--- src/rtl/core/mp22s2_pkg.sv ---
// Package with shared constants and types of the 2x2 stride-2 max pooling block.
package mp22s2_pkg;

  // Default sizes handed to the top level parameters.
  localparam int MAX_WIDTH_DEF   = 32;
  localparam int SAMPLE_BITS_DEF = 32;

  // Field and register widths fixed by the interface.
  localparam int MAP_DIM_W   = 6;
  localparam int CHAN_CNT_W  = 7;
  localparam int FLOOR_W     = 32;
  localparam int CFG_DATA_W  = 32;
  localparam int CFG_IDX_W   = 2;
  localparam int OUT_VALUE_W = 32;
  localparam int ROW_W       = 5;
  localparam int CHAN_W      = 6;

  // Bounds on the effective map height and channel count.
  localparam int HEIGHT_CAP  = 32;
  localparam int CHANNEL_CAP = 64;

  // Register reset values.
  localparam logic [MAP_DIM_W-1:0]  MAP_WIDTH_RST     = 6'd24;
  localparam logic [MAP_DIM_W-1:0]  MAP_HEIGHT_RST    = 6'd24;
  localparam logic [CHAN_CNT_W-1:0] CHANNEL_COUNT_RST = 7'd4;
  localparam logic [FLOOR_W-1:0]    POOL_FLOOR_RST    = 32'hFFF6_0000;  // -10.0 in Q16.16

  // Configuration register indexes.
  typedef enum logic [CFG_IDX_W-1:0] {
    CFG_MAP_WIDTH     = 2'd0,
    CFG_MAP_HEIGHT    = 2'd1,
    CFG_CHANNEL_COUNT = 2'd2,
    CFG_POOL_FLOOR    = 2'd3
  } cfg_idx_t;

endpackage

--- src/rtl/core/mp22s2_ram.sv ---
// Generic single-port-write, single-port-read RAM with a registered read.
module mp22s2_ram #(
  parameter int DATA_W = 32,
  parameter int DEPTH  = 16,
  parameter int ADDR_W = (DEPTH > 1) ? $clog2(DEPTH) : 1
) (
  input  logic              clk,
  input  logic              we,
  input  logic [ADDR_W-1:0] waddr,
  input  logic [DATA_W-1:0] wdata,
  input  logic              re,
  input  logic [ADDR_W-1:0] raddr,
  output logic [DATA_W-1:0] rdata
);

  logic [DATA_W-1:0] mem [DEPTH];
  logic [DATA_W-1:0] rdata_r;

  // Write port and registered read port; read data holds while re is low.
  always_ff @(posedge clk) begin
    if (we) begin
      mem[waddr] <= wdata;
    end
    if (re) begin
      rdata_r <= mem[raddr];
    end
  end

  assign rdata = rdata_r;

endmodule

--- src/rtl/core/max_pool_2x2_stride2.sv ---
// A result is registered in stage one with the beat carrying the second sample of the lower
// pair in its window, and then in the output register that drives the result stream.
// Throughput: one sample beat per cycle unless the output stalls; the line store of upper-row
// pair maxima has one write and one read port, and each sample uses at most one of them.
// Reset (rst_n low, synchronous) clears the position counters, the pair maximum and the
// pipeline valid flags, and loads the register defaults; the line store is not cleared.
module max_pool_2x2_stride2 #(
  parameter int MAX_WIDTH   = mp22s2_pkg::MAX_WIDTH_DEF,
  parameter int SAMPLE_BITS = mp22s2_pkg::SAMPLE_BITS_DEF
) (
  input  logic clk,
  input  logic rst_n,

  // Configuration write port.
  input  logic                                cfg_we,
  input  logic [mp22s2_pkg::CFG_IDX_W-1:0]    cfg_index,
  input  logic [mp22s2_pkg::CFG_DATA_W-1:0]   cfg_wdata,

  // Sample stream.
  input  logic                                in_tvalid,
  output logic                                in_tready,
  input  logic [((SAMPLE_BITS+7)/8)*8-1:0]    in_tdata,   // [SAMPLE_BITS-1:0] sample

  // Pooled result stream.
  output logic                                out_tvalid,
  input  logic                                out_tready,
  output logic [mp22s2_pkg::OUT_VALUE_W-1:0]  out_tdata,  // [31:0] pooled_value
  output logic                                out_tlast,  // last_of_map
  output logic                                out_tuser   // [0] last_of_all
);

  import mp22s2_pkg::*;

  // Widest map width that counters must cover, and the line store sizes.
  localparam int WIDTH_CAP  = (MAX_WIDTH < 63) ? MAX_WIDTH : 63;
  localparam int COL_BITS   = $clog2(WIDTH_CAP);
  localparam int LINE_DEPTH = WIDTH_CAP / 2;
  localparam int ADDR_W     = (LINE_DEPTH > 1) ? $clog2(LINE_DEPTH) : 1;

  // Configuration registers.
  logic [MAP_DIM_W-1:0]  map_width_r;
  logic [MAP_DIM_W-1:0]  map_height_r;
  logic [CHAN_CNT_W-1:0] channel_count_r;
  logic [FLOOR_W-1:0]    pool_floor_r;

  // Position and pair state.
  logic [COL_BITS-1:0]    col_r, col_nxt;
  logic [ROW_W-1:0]       row_r, row_nxt;
  logic [CHAN_W-1:0]      chan_r, chan_nxt;
  logic [SAMPLE_BITS-1:0] pair_max_r, pair_max_nxt;

  // Stage one: pair maximum waiting for the line store read.
  logic                   s1_valid_r;
  logic                   s1_emit_r;
  logic                   s1_store_r;
  logic [SAMPLE_BITS-1:0] s1_pair_r;
  logic [ADDR_W-1:0]      s1_slot_r;
  logic                   s1_last_map_r;
  logic                   s1_last_all_r;

  // Output register.
  logic                   out_valid_r;
  logic [OUT_VALUE_W-1:0] out_data_r;
  logic                   out_last_r;
  logic                   out_user_r;

  logic [MAP_DIM_W-1:0]  w_eff, wp, h_eff, hp;
  logic [CHAN_CNT_W-1:0] c_eff;
  logic                  in_area, odd_col, odd_row, end_map, chan_last;
  logic                  col_wrap, row_wrap;
  logic [ADDR_W-1:0]     slot;
  logic [SAMPLE_BITS-1:0] sample, pair_cur;
  logic                  in_acc, s1_go;
  logic                  ram_we, ram_re;
  logic [SAMPLE_BITS-1:0] ram_rdata, floor_ext, upper_max, result;

  // Configuration register writes.
  always_ff @(posedge clk) begin
    if (!rst_n) begin
      map_width_r     <= MAP_WIDTH_RST;
      map_height_r    <= MAP_HEIGHT_RST;
      channel_count_r <= CHANNEL_COUNT_RST;
      pool_floor_r    <= POOL_FLOOR_RST;
    end else if (cfg_we) begin
      unique case (cfg_idx_t'(cfg_index))
        CFG_MAP_WIDTH:     map_width_r     <= cfg_wdata[MAP_DIM_W-1:0];
        CFG_MAP_HEIGHT:    map_height_r    <= cfg_wdata[MAP_DIM_W-1:0];
        CFG_CHANNEL_COUNT: channel_count_r <= cfg_wdata[CHAN_CNT_W-1:0];
        CFG_POOL_FLOOR:    pool_floor_r    <= cfg_wdata[FLOOR_W-1:0];
        default: ;
      endcase
    end
  end

  // Effective map dimensions: zero acts as one, large values saturate.
  always_comb begin
    if (map_width_r == '0) begin
      w_eff = MAP_DIM_W'(1);
    end else if (map_width_r > MAP_DIM_W'(WIDTH_CAP)) begin
      w_eff = MAP_DIM_W'(WIDTH_CAP);
    end else begin
      w_eff = map_width_r;
    end
    if (map_height_r == '0) begin
      h_eff = MAP_DIM_W'(1);
    end else if (map_height_r > MAP_DIM_W'(HEIGHT_CAP)) begin
      h_eff = MAP_DIM_W'(HEIGHT_CAP);
    end else begin
      h_eff = map_height_r;
    end
    if (channel_count_r == '0) begin
      c_eff = CHAN_CNT_W'(1);
    end else if (channel_count_r > CHAN_CNT_W'(CHANNEL_CAP)) begin
      c_eff = CHAN_CNT_W'(CHANNEL_CAP);
    end else begin
      c_eff = channel_count_r;
    end
  end

  assign wp = {w_eff[MAP_DIM_W-1:1], 1'b0};
  assign hp = {h_eff[MAP_DIM_W-1:1], 1'b0};

  // Position decode of the current sample.
  assign odd_col   = col_r[0];
  assign odd_row   = row_r[0];
  assign in_area   = (CHAN_CNT_W'(col_r) < CHAN_CNT_W'(wp)) && (MAP_DIM_W'(row_r) < hp);
  assign end_map   = (CHAN_CNT_W'(col_r) == CHAN_CNT_W'(wp) - CHAN_CNT_W'(1)) &&
                     (MAP_DIM_W'(row_r) == hp - MAP_DIM_W'(1));
  assign chan_last = (CHAN_CNT_W'(chan_r) + CHAN_CNT_W'(1)) >= c_eff;
  assign col_wrap  = (CHAN_CNT_W'(col_r) + CHAN_CNT_W'(1)) >= CHAN_CNT_W'(w_eff);
  assign row_wrap  = (MAP_DIM_W'(row_r) + MAP_DIM_W'(1)) >= h_eff;
  assign slot      = ADDR_W'(col_r >> 1);

  assign sample = in_tdata[SAMPLE_BITS-1:0];

  // Stage one moves on unless it holds a result and the output register is full.
  assign s1_go     = !s1_valid_r || !s1_emit_r || !out_valid_r || out_tready;
  assign in_tready = s1_go;
  assign in_acc    = in_tvalid && in_tready;

  // Horizontal pair maximum: the even column loads, the odd column compares.
  always_comb begin
    if (!odd_col || ($signed(sample) >= $signed(pair_max_r))) begin
      pair_cur = sample;
    end else begin
      pair_cur = pair_max_r;
    end
  end

  // Raster position and pair maximum update on each accepted beat.
  always_comb begin
    col_nxt      = col_r;
    row_nxt      = row_r;
    chan_nxt     = chan_r;
    pair_max_nxt = pair_max_r;
    if (in_acc) begin
      if (in_area) begin
        pair_max_nxt = pair_cur;
      end
      if (col_wrap) begin
        col_nxt = '0;
        if (row_wrap) begin
          row_nxt  = '0;
          chan_nxt = chan_last ? '0 : chan_r + CHAN_W'(1);
        end else begin
          row_nxt = row_r + ROW_W'(1);
        end
      end else begin
        col_nxt = col_r + COL_BITS'(1);
      end
    end
  end

  always_ff @(posedge clk) begin
    if (!rst_n) begin
      col_r      <= '0;
      row_r      <= '0;
      chan_r     <= '0;
      pair_max_r <= '0;
    end else begin
      col_r      <= col_nxt;
      row_r      <= row_nxt;
      chan_r     <= chan_nxt;
      pair_max_r <= pair_max_nxt;
    end
  end

  // Line store: an even row writes the pair maximum, an odd row reads the pair above.
  assign ram_re = in_acc && in_area && odd_col && odd_row;
  assign ram_we = s1_valid_r && s1_store_r;

  mp22s2_ram #(
    .DATA_W (SAMPLE_BITS),
    .DEPTH  (LINE_DEPTH),
    .ADDR_W (ADDR_W)
  ) u_line_store (
    .clk   (clk),
    .we    (ram_we),
    .waddr (s1_slot_r),
    .wdata (s1_pair_r),
    .re    (ram_re),
    .raddr (slot),
    .rdata (ram_rdata)
  );

  // Stage one control.
  always_ff @(posedge clk) begin
    if (!rst_n) begin
      s1_valid_r <= 1'b0;
      s1_emit_r  <= 1'b0;
      s1_store_r <= 1'b0;
    end else if (s1_go) begin
      s1_valid_r <= in_acc;
      s1_emit_r  <= in_area && odd_col && odd_row;
      s1_store_r <= in_area && odd_col && !odd_row;
    end
  end

  // Stage one payload.
  always_ff @(posedge clk) begin
    if (s1_go) begin
      s1_pair_r     <= pair_cur;
      s1_slot_r     <= slot;
      s1_last_map_r <= end_map;
      s1_last_all_r <= end_map && chan_last;
    end
  end

  // Window maximum of the floor, the pair above and the current pair.
  assign floor_ext = SAMPLE_BITS'($signed(pool_floor_r));

  always_comb begin
    if ($signed(ram_rdata) >= $signed(floor_ext)) begin
      upper_max = ram_rdata;
    end else begin
      upper_max = floor_ext;
    end
    if ($signed(s1_pair_r) >= $signed(upper_max)) begin
      result = s1_pair_r;
    end else begin
      result = upper_max;
    end
  end

  // Output register control.
  always_ff @(posedge clk) begin
    if (!rst_n) begin
      out_valid_r <= 1'b0;
    end else if (s1_valid_r && s1_emit_r && s1_go) begin
      out_valid_r <= 1'b1;
    end else if (out_tready) begin
      out_valid_r <= 1'b0;
    end
  end

  // Output register payload.
  always_ff @(posedge clk) begin
    if (s1_valid_r && s1_emit_r && s1_go) begin
      out_data_r <= OUT_VALUE_W'(result);
      out_last_r <= s1_last_map_r;
      out_user_r <= s1_last_all_r;
    end
  end

  assign out_tvalid = out_valid_r;
  assign out_tdata  = out_data_r;
  assign out_tlast  = out_last_r;
  assign out_tuser  = out_user_r;

  // The end of the tensor is always also the end of a map.
  a_all_implies_map: assert property (@(posedge clk) disable iff (!rst_n)
    out_tvalid && out_tuser |-> out_tlast)
    else $error("last_of_all without last_of_map");

  // The line store never reads and writes one entry in the same cycle.
  a_no_ram_overlap: assert property (@(posedge clk) disable iff (!rst_n)
    !(ram_we && ram_re && (s1_slot_r == slot)))
    else $error("line store read and write collide");

  // The input stalls only behind a result that the output cannot take.
  a_stall_cause: assert property (@(posedge clk) disable iff (!rst_n)
    !in_tready |-> s1_valid_r && s1_emit_r && out_tvalid && !out_tready)
    else $error("input stalled without a blocked result");

  // A result that leaves stage one is in the output register in the next cycle.
  a_result_load: assert property (@(posedge clk) disable iff (!rst_n)
    s1_valid_r && s1_emit_r && s1_go |=> out_tvalid)
    else $error("result lost between stage one and output");

endmodule

--- config.mk ---
export PLATFORM = sky130hd
export DESIGN_NAME = max_pool_2x2_stride2
export DESIGN_NICKNAME = d
export VERILOG_FILES = /design/src/rtl/core/mp22s2_pkg.sv /design/src/rtl/core/mp22s2_ram.sv /design/src/rtl/core/max_pool_2x2_stride2.sv
export SDC_FILE = /design/constraint.sdc
export NUM_CORES = 1
export LEC_CHECK = 0
export BUFFER_PORTS_ARGS = -buffer_cell sky130_fd_sc_hd__buf_2
export CORE_ASPECT_RATIO = 1.25
export CORE_MARGIN = 1.5
export CORE_UTILIZATION = 47
export CTS_BUF_LIST = sky130_fd_sc_hd__clkbuf_8
export CTS_CLUSTER_SIZE = 8
export DETAILED_ROUTE_END_ITERATION = 7
export HOLD_SLACK_MARGIN = 0.03
export SLEW_MARGIN = 25
export SYNTH_ARGS = -nofsm -noshare
export SYNTH_HDL_FRONTEND = slang
export SYNTH_SLANG_ARGS = --single-unit
--- constraint.sdc ---
create_clock -name clk -period 5.3 [get_ports clk]
set_input_delay 0.795 -clock clk [delete_from_list [all_inputs] [get_ports clk]]
set_output_delay 0.795 -clock clk [all_outputs]
set_load 0.05 [all_outputs]
======== Word level (Yosys, flattened, before mapping) ========
Memory sizes are Yosys's and may differ from the RTL's. A register that Yosys moved wholly into a read port is not among the register bits.
Cells that the tools add are included.
operators by class
  add/sub/neg operators ................... 8
  magnitude comparators ................... 11
  eq/ne operators ......................... 5
  muxes and demuxes ....................... 16
  reductions and logical operators ........ 34
operators with widths
  kind                                                  count
  >= comparator 32 bit                                  3
  2-to-1 mux 32 bit                                     3
  2-to-1 mux 6 bit                                      5
  2-to-1 mux 7 bit                                      2
  logical AND 1 bit                                     13
  adder 5 x 1 -> 6 bit, second input constant           2
  >= comparator 6 bit                                   2
  greater-than comparator 6 bit, second input constant  2
  logical NOT 6 bit                                     2
  < comparator 5 x 6 -> 1 bit                           2
  AND reduction 2 bit                                   6
  adder 5 x 1 -> 5 bit, second input constant           2
  2-to-1 mux 5 bit                                      2
  adder 6 x 1 -> 7 bit, second input constant           1
  equality test 5 x 7 -> 1 bit                          1
  >= comparator 7 bit                                   1
  greater-than comparator 7 bit, second input constant  1
  logical NOT 7 bit                                     1
  subtractor 6 x 1 -> 7 bit, second input constant      1
  adder 6 x 1 -> 6 bit, second input constant           1
  equality test 5 x 6 -> 1 bit                          1
  subtractor 6 x 1 -> 6 bit, second input constant      1
  logical NOT 1 bit                                     5
  equality test 2 bit, second input constant            2
  other kinds (6)                                       12
word-level totals
  flip-flop bits (word level) ............. 175
  memory bits (writable) .................. 512
  output and inout bits ................... 36
  logic and storage cells ................. 94
  memories ................................ 1
memories
  name              words  bits a word  read ports  clocked after memory_dff  wr ports  line              text
  u_line_store.mem  16     32           1           1                         1         mp22s2_ram.sv:16  logic [DATA_W-1:0] mem [DEPTH];

======== Logic depth before layout (Yosys ltp) ========
  depth after elaboration ................. 8
  depth in mapped cells ................... 22
  depth with buffers taken out ............ 18

======== Cells and area by module ========
A second synthesis with hierarchy kept.
unflattened totals
  cell total of the unflattened synthesis .. 1,967
  area total of the unflattened synthesis .. 30,710.7 sq um
modules (own cells, without submodules)
  module                times used  cells each  area an instance (sq um)
  mp22s2_ram            1           838         20,174.3
  max_pool_2x2_stride2  1           1,129       10,536.4

======== Worst setup path before layout ========
Ideal clock, no wire load.
  path kind ............................... input-to-reg
  start ................................... input port out_tready
  end ..................................... register u_line_store.rdata_r[0] (netlist: u_line_store.rdata[0]), read port of u_line_store.mem (enable)
  library setup time ...................... 0.461 ns
  arrival time ............................ 4.841 ns
  path slack .............................. -0.002 ns
  stages on the path ...................... 5
  cells stage by stage .................... nand2b_1 > nor2_1 > inv_1 > nand2_1 > nor3_1
on the way
  cells in the longest elaborated chain, start to end .. 5
ends and longest elaborated chain
  element                         line                         text
  start, declared                 max_pool_2x2_stride2.sv:26   input logic out_tready,
  logical OR 1 bit                max_pool_2x2_stride2.sv:137  assign s1_go = !s1_valid_r || !s1_emit_r || !out_valid_r || out_tready;
  via in_tready                   max_pool_2x2_stride2.sv:21   output logic in_tready,
  logical AND 1 bit               max_pool_2x2_stride2.sv:139  assign in_acc = in_tvalid && in_tready;
  logical AND 1 bit (3 in a row)  max_pool_2x2_stride2.sv:189  assign ram_re = in_acc && in_area && odd_col && odd_row;
  via ram_re                      max_pool_2x2_stride2.sv:74   logic ram_we, ram_re;
  end, declared                   mp22s2_ram.sv:17             logic [DATA_W-1:0] rdata_r;
The timed path passes the listed nets, and every way through them passes these cells.
A chain may end at the register's enable or synchronous reset.

======== Worst setup path in the final report ========
  start ................................... register u_line_store.rdata_r[27] (netlist: u_line_store.rdata[27]), read port of u_line_store.mem
  end ..................................... register out_data_r[7] (netlist: out_tdata[7]), data pin
on the way
  cells in the longest elaborated chain, start to end .. 4
ends and longest elaborated chain
  element               line                         text
  >= comparator 32 bit  max_pool_2x2_stride2.sv:233  if ($signed(ram_rdata) >= $signed(floor_ext)) begin
  2-to-1 mux 32 bit *   max_pool_2x2_stride2.sv:233
  >= comparator 32 bit  max_pool_2x2_stride2.sv:238  if ($signed(s1_pair_r) >= $signed(upper_max)) begin
  2-to-1 mux 32 bit *   max_pool_2x2_stride2.sv:238
  via result[7]         max_pool_2x2_stride2.sv:75   logic [SAMPLE_BITS-1:0] ram_rdata, floor_ext, upper_max, result;
  end signal, assigned  max_pool_2x2_stride2.sv:259  out_data_r <= OUT_VALUE_W'(result);
  end, declared         max_pool_2x2_stride2.sv:63   logic [OUT_VALUE_W-1:0] out_data_r;
The timed path passes the listed nets; every way through them passes the cells marked *.

==> impl_metrics.env <==
export IMPL_drc_errors=0
export IMPL_netSwitchingFraction_pct=24.22
export IMPL_synth_cells=2112
export IMPL_die_area_um2=70710
export IMPL_drt_iter0_drc=1452
export IMPL_synthTopCellsByCount="616 x edfxtp_1, 196 x nand2_1, 160 x mux4_2"
export IMPL_whs_path_depth=3
export IMPL_skew_ns=0.03526
export IMPL_nFillCells=5601
export IMPL_synth_nets=2311
export IMPL_worstMarginPinSlew_ns=0.9629
export IMPL_cts_max_level=3
export IMPL_portBuffers=106
export IMPL_slew_headroom_pct=35.81
export IMPL_nets=2489
export IMPL_syn_avg_cell_area_um2=15.38
export IMPL_initial_utilization_pct=47.57
export IMPL_arrival_ns=5.57
export IMPL_grtUsageMet2_pct=39.00
export IMPL_dp_cells=3033
export IMPL_path_max_fanout=28
export IMPL_ys_top_cells_by_area="edfxtp_1 57%, mux4_2 11%, dfxtp_1 6.3%, ha_1 4.9%, mux2i_1 2.6%"
export IMPL_grt_total_usage_pct=23.76
export IMPL_critPathTopFamily="compound AO/OA/AOI/OAI gates"
export IMPL_synth_largest_area_cell="edfxtp_1"
export IMPL_max_stage_delay_ns=0.47
export IMPL_p_total_mw=11.69
export IMPL_cp_num_cells=20
export IMPL_tns_ns=0
export IMPL_pwr_share_seq_pct=55.1
export IMPL_grt_start_max_net_pins=130
export IMPL_core_area_um2=68280
export IMPL_final_min_clock_period_ns=5.110
export IMPL_yosysSeqAreaShare_pct=63.29
export IMPL_fmax_ghz=0.1957
export IMPL_routabilityCongestion=0.8429
export IMPL_vias=18883
export IMPL_synth_top_cell_area_share_pct=56.95
export IMPL_synth_edff_count=616
export IMPL_top_usage_layer="met2"
export IMPL_die_h_um=296.9
export IMPL_cts_sinks=719
export IMPL_syn_to_final_growth_pct=12.42
export IMPL_combPwrFrac_pct=8.0
export IMPL_intPower_mw=8.858
export IMPL_first_pass_iters=7
export IMPL_pre_cts_ws_ns=0.03339
export IMPL_io_pins=107
export IMPL_slew_violations=0
export IMPL_grt_pass1_wl_um=122500
export IMPL_num_rows=107
export IMPL_setup_viol=0
export IMPL_finalWirelength_um=83010
export IMPL_syn_area_um2=32480
export IMPL_start_kind="flip-flop"
export IMPL_via_per_inst=5.826
export IMPL_cellPowerDensity_nw_per_um2=320.1
export IMPL_cpMaxStageDelayCell="edfxtp_1"
export IMPL_drive_above_1_share_pct=24.37
export IMPL_hold_viol=0
export IMPL_cap_violations=0
export IMPL_ys_ff_latch=719
export IMPL_yosys_cell_types_count=64
export IMPL_synthArstFlopShare_pct=0
export IMPL_grt_pass1_vias=19243
export IMPL_holdBufCountCts=0
export IMPL_endpoint_kind="flip-flop"
export IMPL_reg2reg_depth=20
export IMPL_fin_crit_sh_pct=96.41
export IMPL_min_path_type="input port to flip-flop"
export IMPL_stdcell_count=3241
export IMPL_cts_root_buf="clkbuf_8"
export IMPL_cts_tree="built"
export IMPL_clock_latency_ns=0.75
export IMPL_grt_use_met3_pct=4.015
export IMPL_yosysMostFrequentCell="edfxtp_1"
export IMPL_worstPathRequired_ns=5.76
export IMPL_worstPathCellList="ha_4 -> nand4_1 -> nor3_4 -> buf_4 -> a211oi_2 -> nand2_1 -> buf_12 -> nor3b_1 -> a311o_1 -> a211oi_2 -> ha_1 -> a21o_1 -> a21oi_1 -> nor2_1 -> o21bai_1 -> a21oi_1 -> or3_1 -> mux2_2 -> buf_12 -> mux2i_1"
export IMPL_hpwl_um=51250
export IMPL_fin_hold_ws_ns=0.2837
export IMPL_grt_overflow=0
export IMPL_clockBufferDepth=3
export IMPL_p_leak_nw=12.92
export IMPL_yosysWarnings=0
export IMPL_clockPowerShare_pct=36.9
export IMPL_setup_ws_ns=0.1905
export IMPL_clkTransAtPathRegs_ns=0.06
export IMPL_p_sw_mw=2.831
export IMPL_synth_ff_type="edfxtp_1"
export IMPL_status="complete, no violations"
export IMPL_numCtsBuffers=113
export IMPL_crit_buf_inv=3
export IMPL_use_met1_pct=30.88
export IMPL_ant_nets=0
export IMPL_worst_ir_drop_vdd_v=0.0001960
export IMPL_wl_per_cell_um=25.61
export IMPL_critPathKind="flip-flop to flip-flop"
export IMPL_fp_dieW_um=238.1
export IMPL_antenna_found_initial=7
[worst paths after layout]
kind	startpoint	to	slack [ns]
setup / recovery	u_line_store.rdata[27]$_DFFE_PP_	out_tdata[7]$_DFFE_PP_	0.19
hold / removal	cfg_wdata[22]	floor_ext[22]$_SDFFE_PN1P_	0.28
setup reg to reg	u_line_store.rdata[27]$_DFFE_PP_	out_tdata[7]$_DFFE_PP_	0.19
hold reg to reg	s1_last_map_r$_DFFE_PN_	out_tlast$_DFFE_PP_	0.45
[tightest hold or removal path, cell delays in order]
cell	delay (ns)
buf_2	0.07
nand2_1	0.04
o211ai_1	0.07
[cell usage in the layout, fill, tap and decap left out, types with 7 or more instances in the layout]
cell / synthesis / final
buf_4: 0 / 56
nand2_1: 196 / 196
xor2_1: 7 / 7
buf_12: 0 / 7
inv_1: 107 / 153
a311o_1: 31 / 31
mux2_2: 34 / 34
buf_2: 5 / 105
nor2b_1: 25 / 25
edfxtp_1: 616 / 616
nor4_1: 7 / 7
clkinv_1: 1 / 12
nand4_1: 22 / 22
clkbuf_8: 0 / 121
a21oi_1: 78 / 78
nand2b_1: 47 / 47
o211ai_1: 20 / 20
mux2i_1: 83 / 83
nor3b_1: 33 / 32
nor2_1: 68 / 55
dfxtp_1: 103 / 99
ha_1: 128 / 126
nor2_4: 0 / 13
mux4_2: 160 / 160
a211oi_2: 30 / 28
a21boi_0: 24 / 24
xnor2_1: 12 / 12
nor3_2: 1 / 7
a21o_1: 20 / 20
nand3_1: 21 / 21
and3_1: 38 / 38
o21ai_0: 17 / 16
[routing by layer]
metal | up-vias | part of all wire [%]
met3 | 136 | 5.4
met2 | 533 | 49
met4 | 4 | 4.1
met5 | - | 0.017
li1 | 8565 | -
met1 | 9645 | 41
[cell families after synthesis]
| kind of cell | after synthesis | synth area share (%) |
|---|---|---|
| AO/OA/AOI/OAI | 259 | 6.098 |
| AND/OR/NAND/NOR | 493 | 7.600 |
| flip-flops | 719 | 63.29 |
| XOR/XNOR | 19 | 0.5123 |
| multiplexers | 277 | 14.83 |
| buffers and inverters | 217 | 2.735 |
| adder cells (fa/ha/maj) | 128 | 4.930 |
[stage by stage]
step	util [%]	area, um^2
after floorplan	-	32490
after global placement	50.16	34250
after detailed placement	50.21	34280
after CTS	53.20	36320
after global routing	53.48	36520
final	53.48	36520
[what timing repair did]
item,4_1_cts,5_1_grt
gates resized for setup,1,14
pin swaps,0,8
buffers inserted,0,14
setup endpoints to repair,1,32
[power groups by stage]
stage / sequential (mW) / combinational [mW] / clock [mW]
finish: 6.44 / 0.931 / 4.31
global route: 6.45 / 1.02 / 4.66
CTS: 6.44 / 0.929 / 4.43
detailed placement: 6.56 / 0.924 / 0
global placement: 6.55 / 0.905 / 0
floorplan: 6.48 / 0.659 / 0
[layout make-up]
class	count	area [um^2]	share of cell area, %
sequential	719	20570	56.33
timing repair buffer	172	1151	3.152
tap	872	1091	2.988
clock buffer	121	1665	4.560
inverter	108	405.4	1.110
antenna	1	2.502	0.006853
multi-input combinational	1176	11260	30.85
clock inverter	72	367.9	1.007
[registers in the layout, indices dropped and copies added, names as in the netlist]
signal	flops
s1_last_map_r	1
s1_emit_r	1
out_tlast	1
s1_store_r	1
s1_slot_r	4
channel_count_r	7
s1_valid_r	1
out_tvalid	1
out_tuser	1
s1_pair_r	32
map_height_r	6
row_r	5
map_width_r	6
s1_last_all_r	1
col_r	5
pair_max_r	32
out_tdata	32
u_line_store.rdata	32
u_line_store.mem	512
floor_ext	32
chan_r	6
Power figures use the tool's default switching activity.
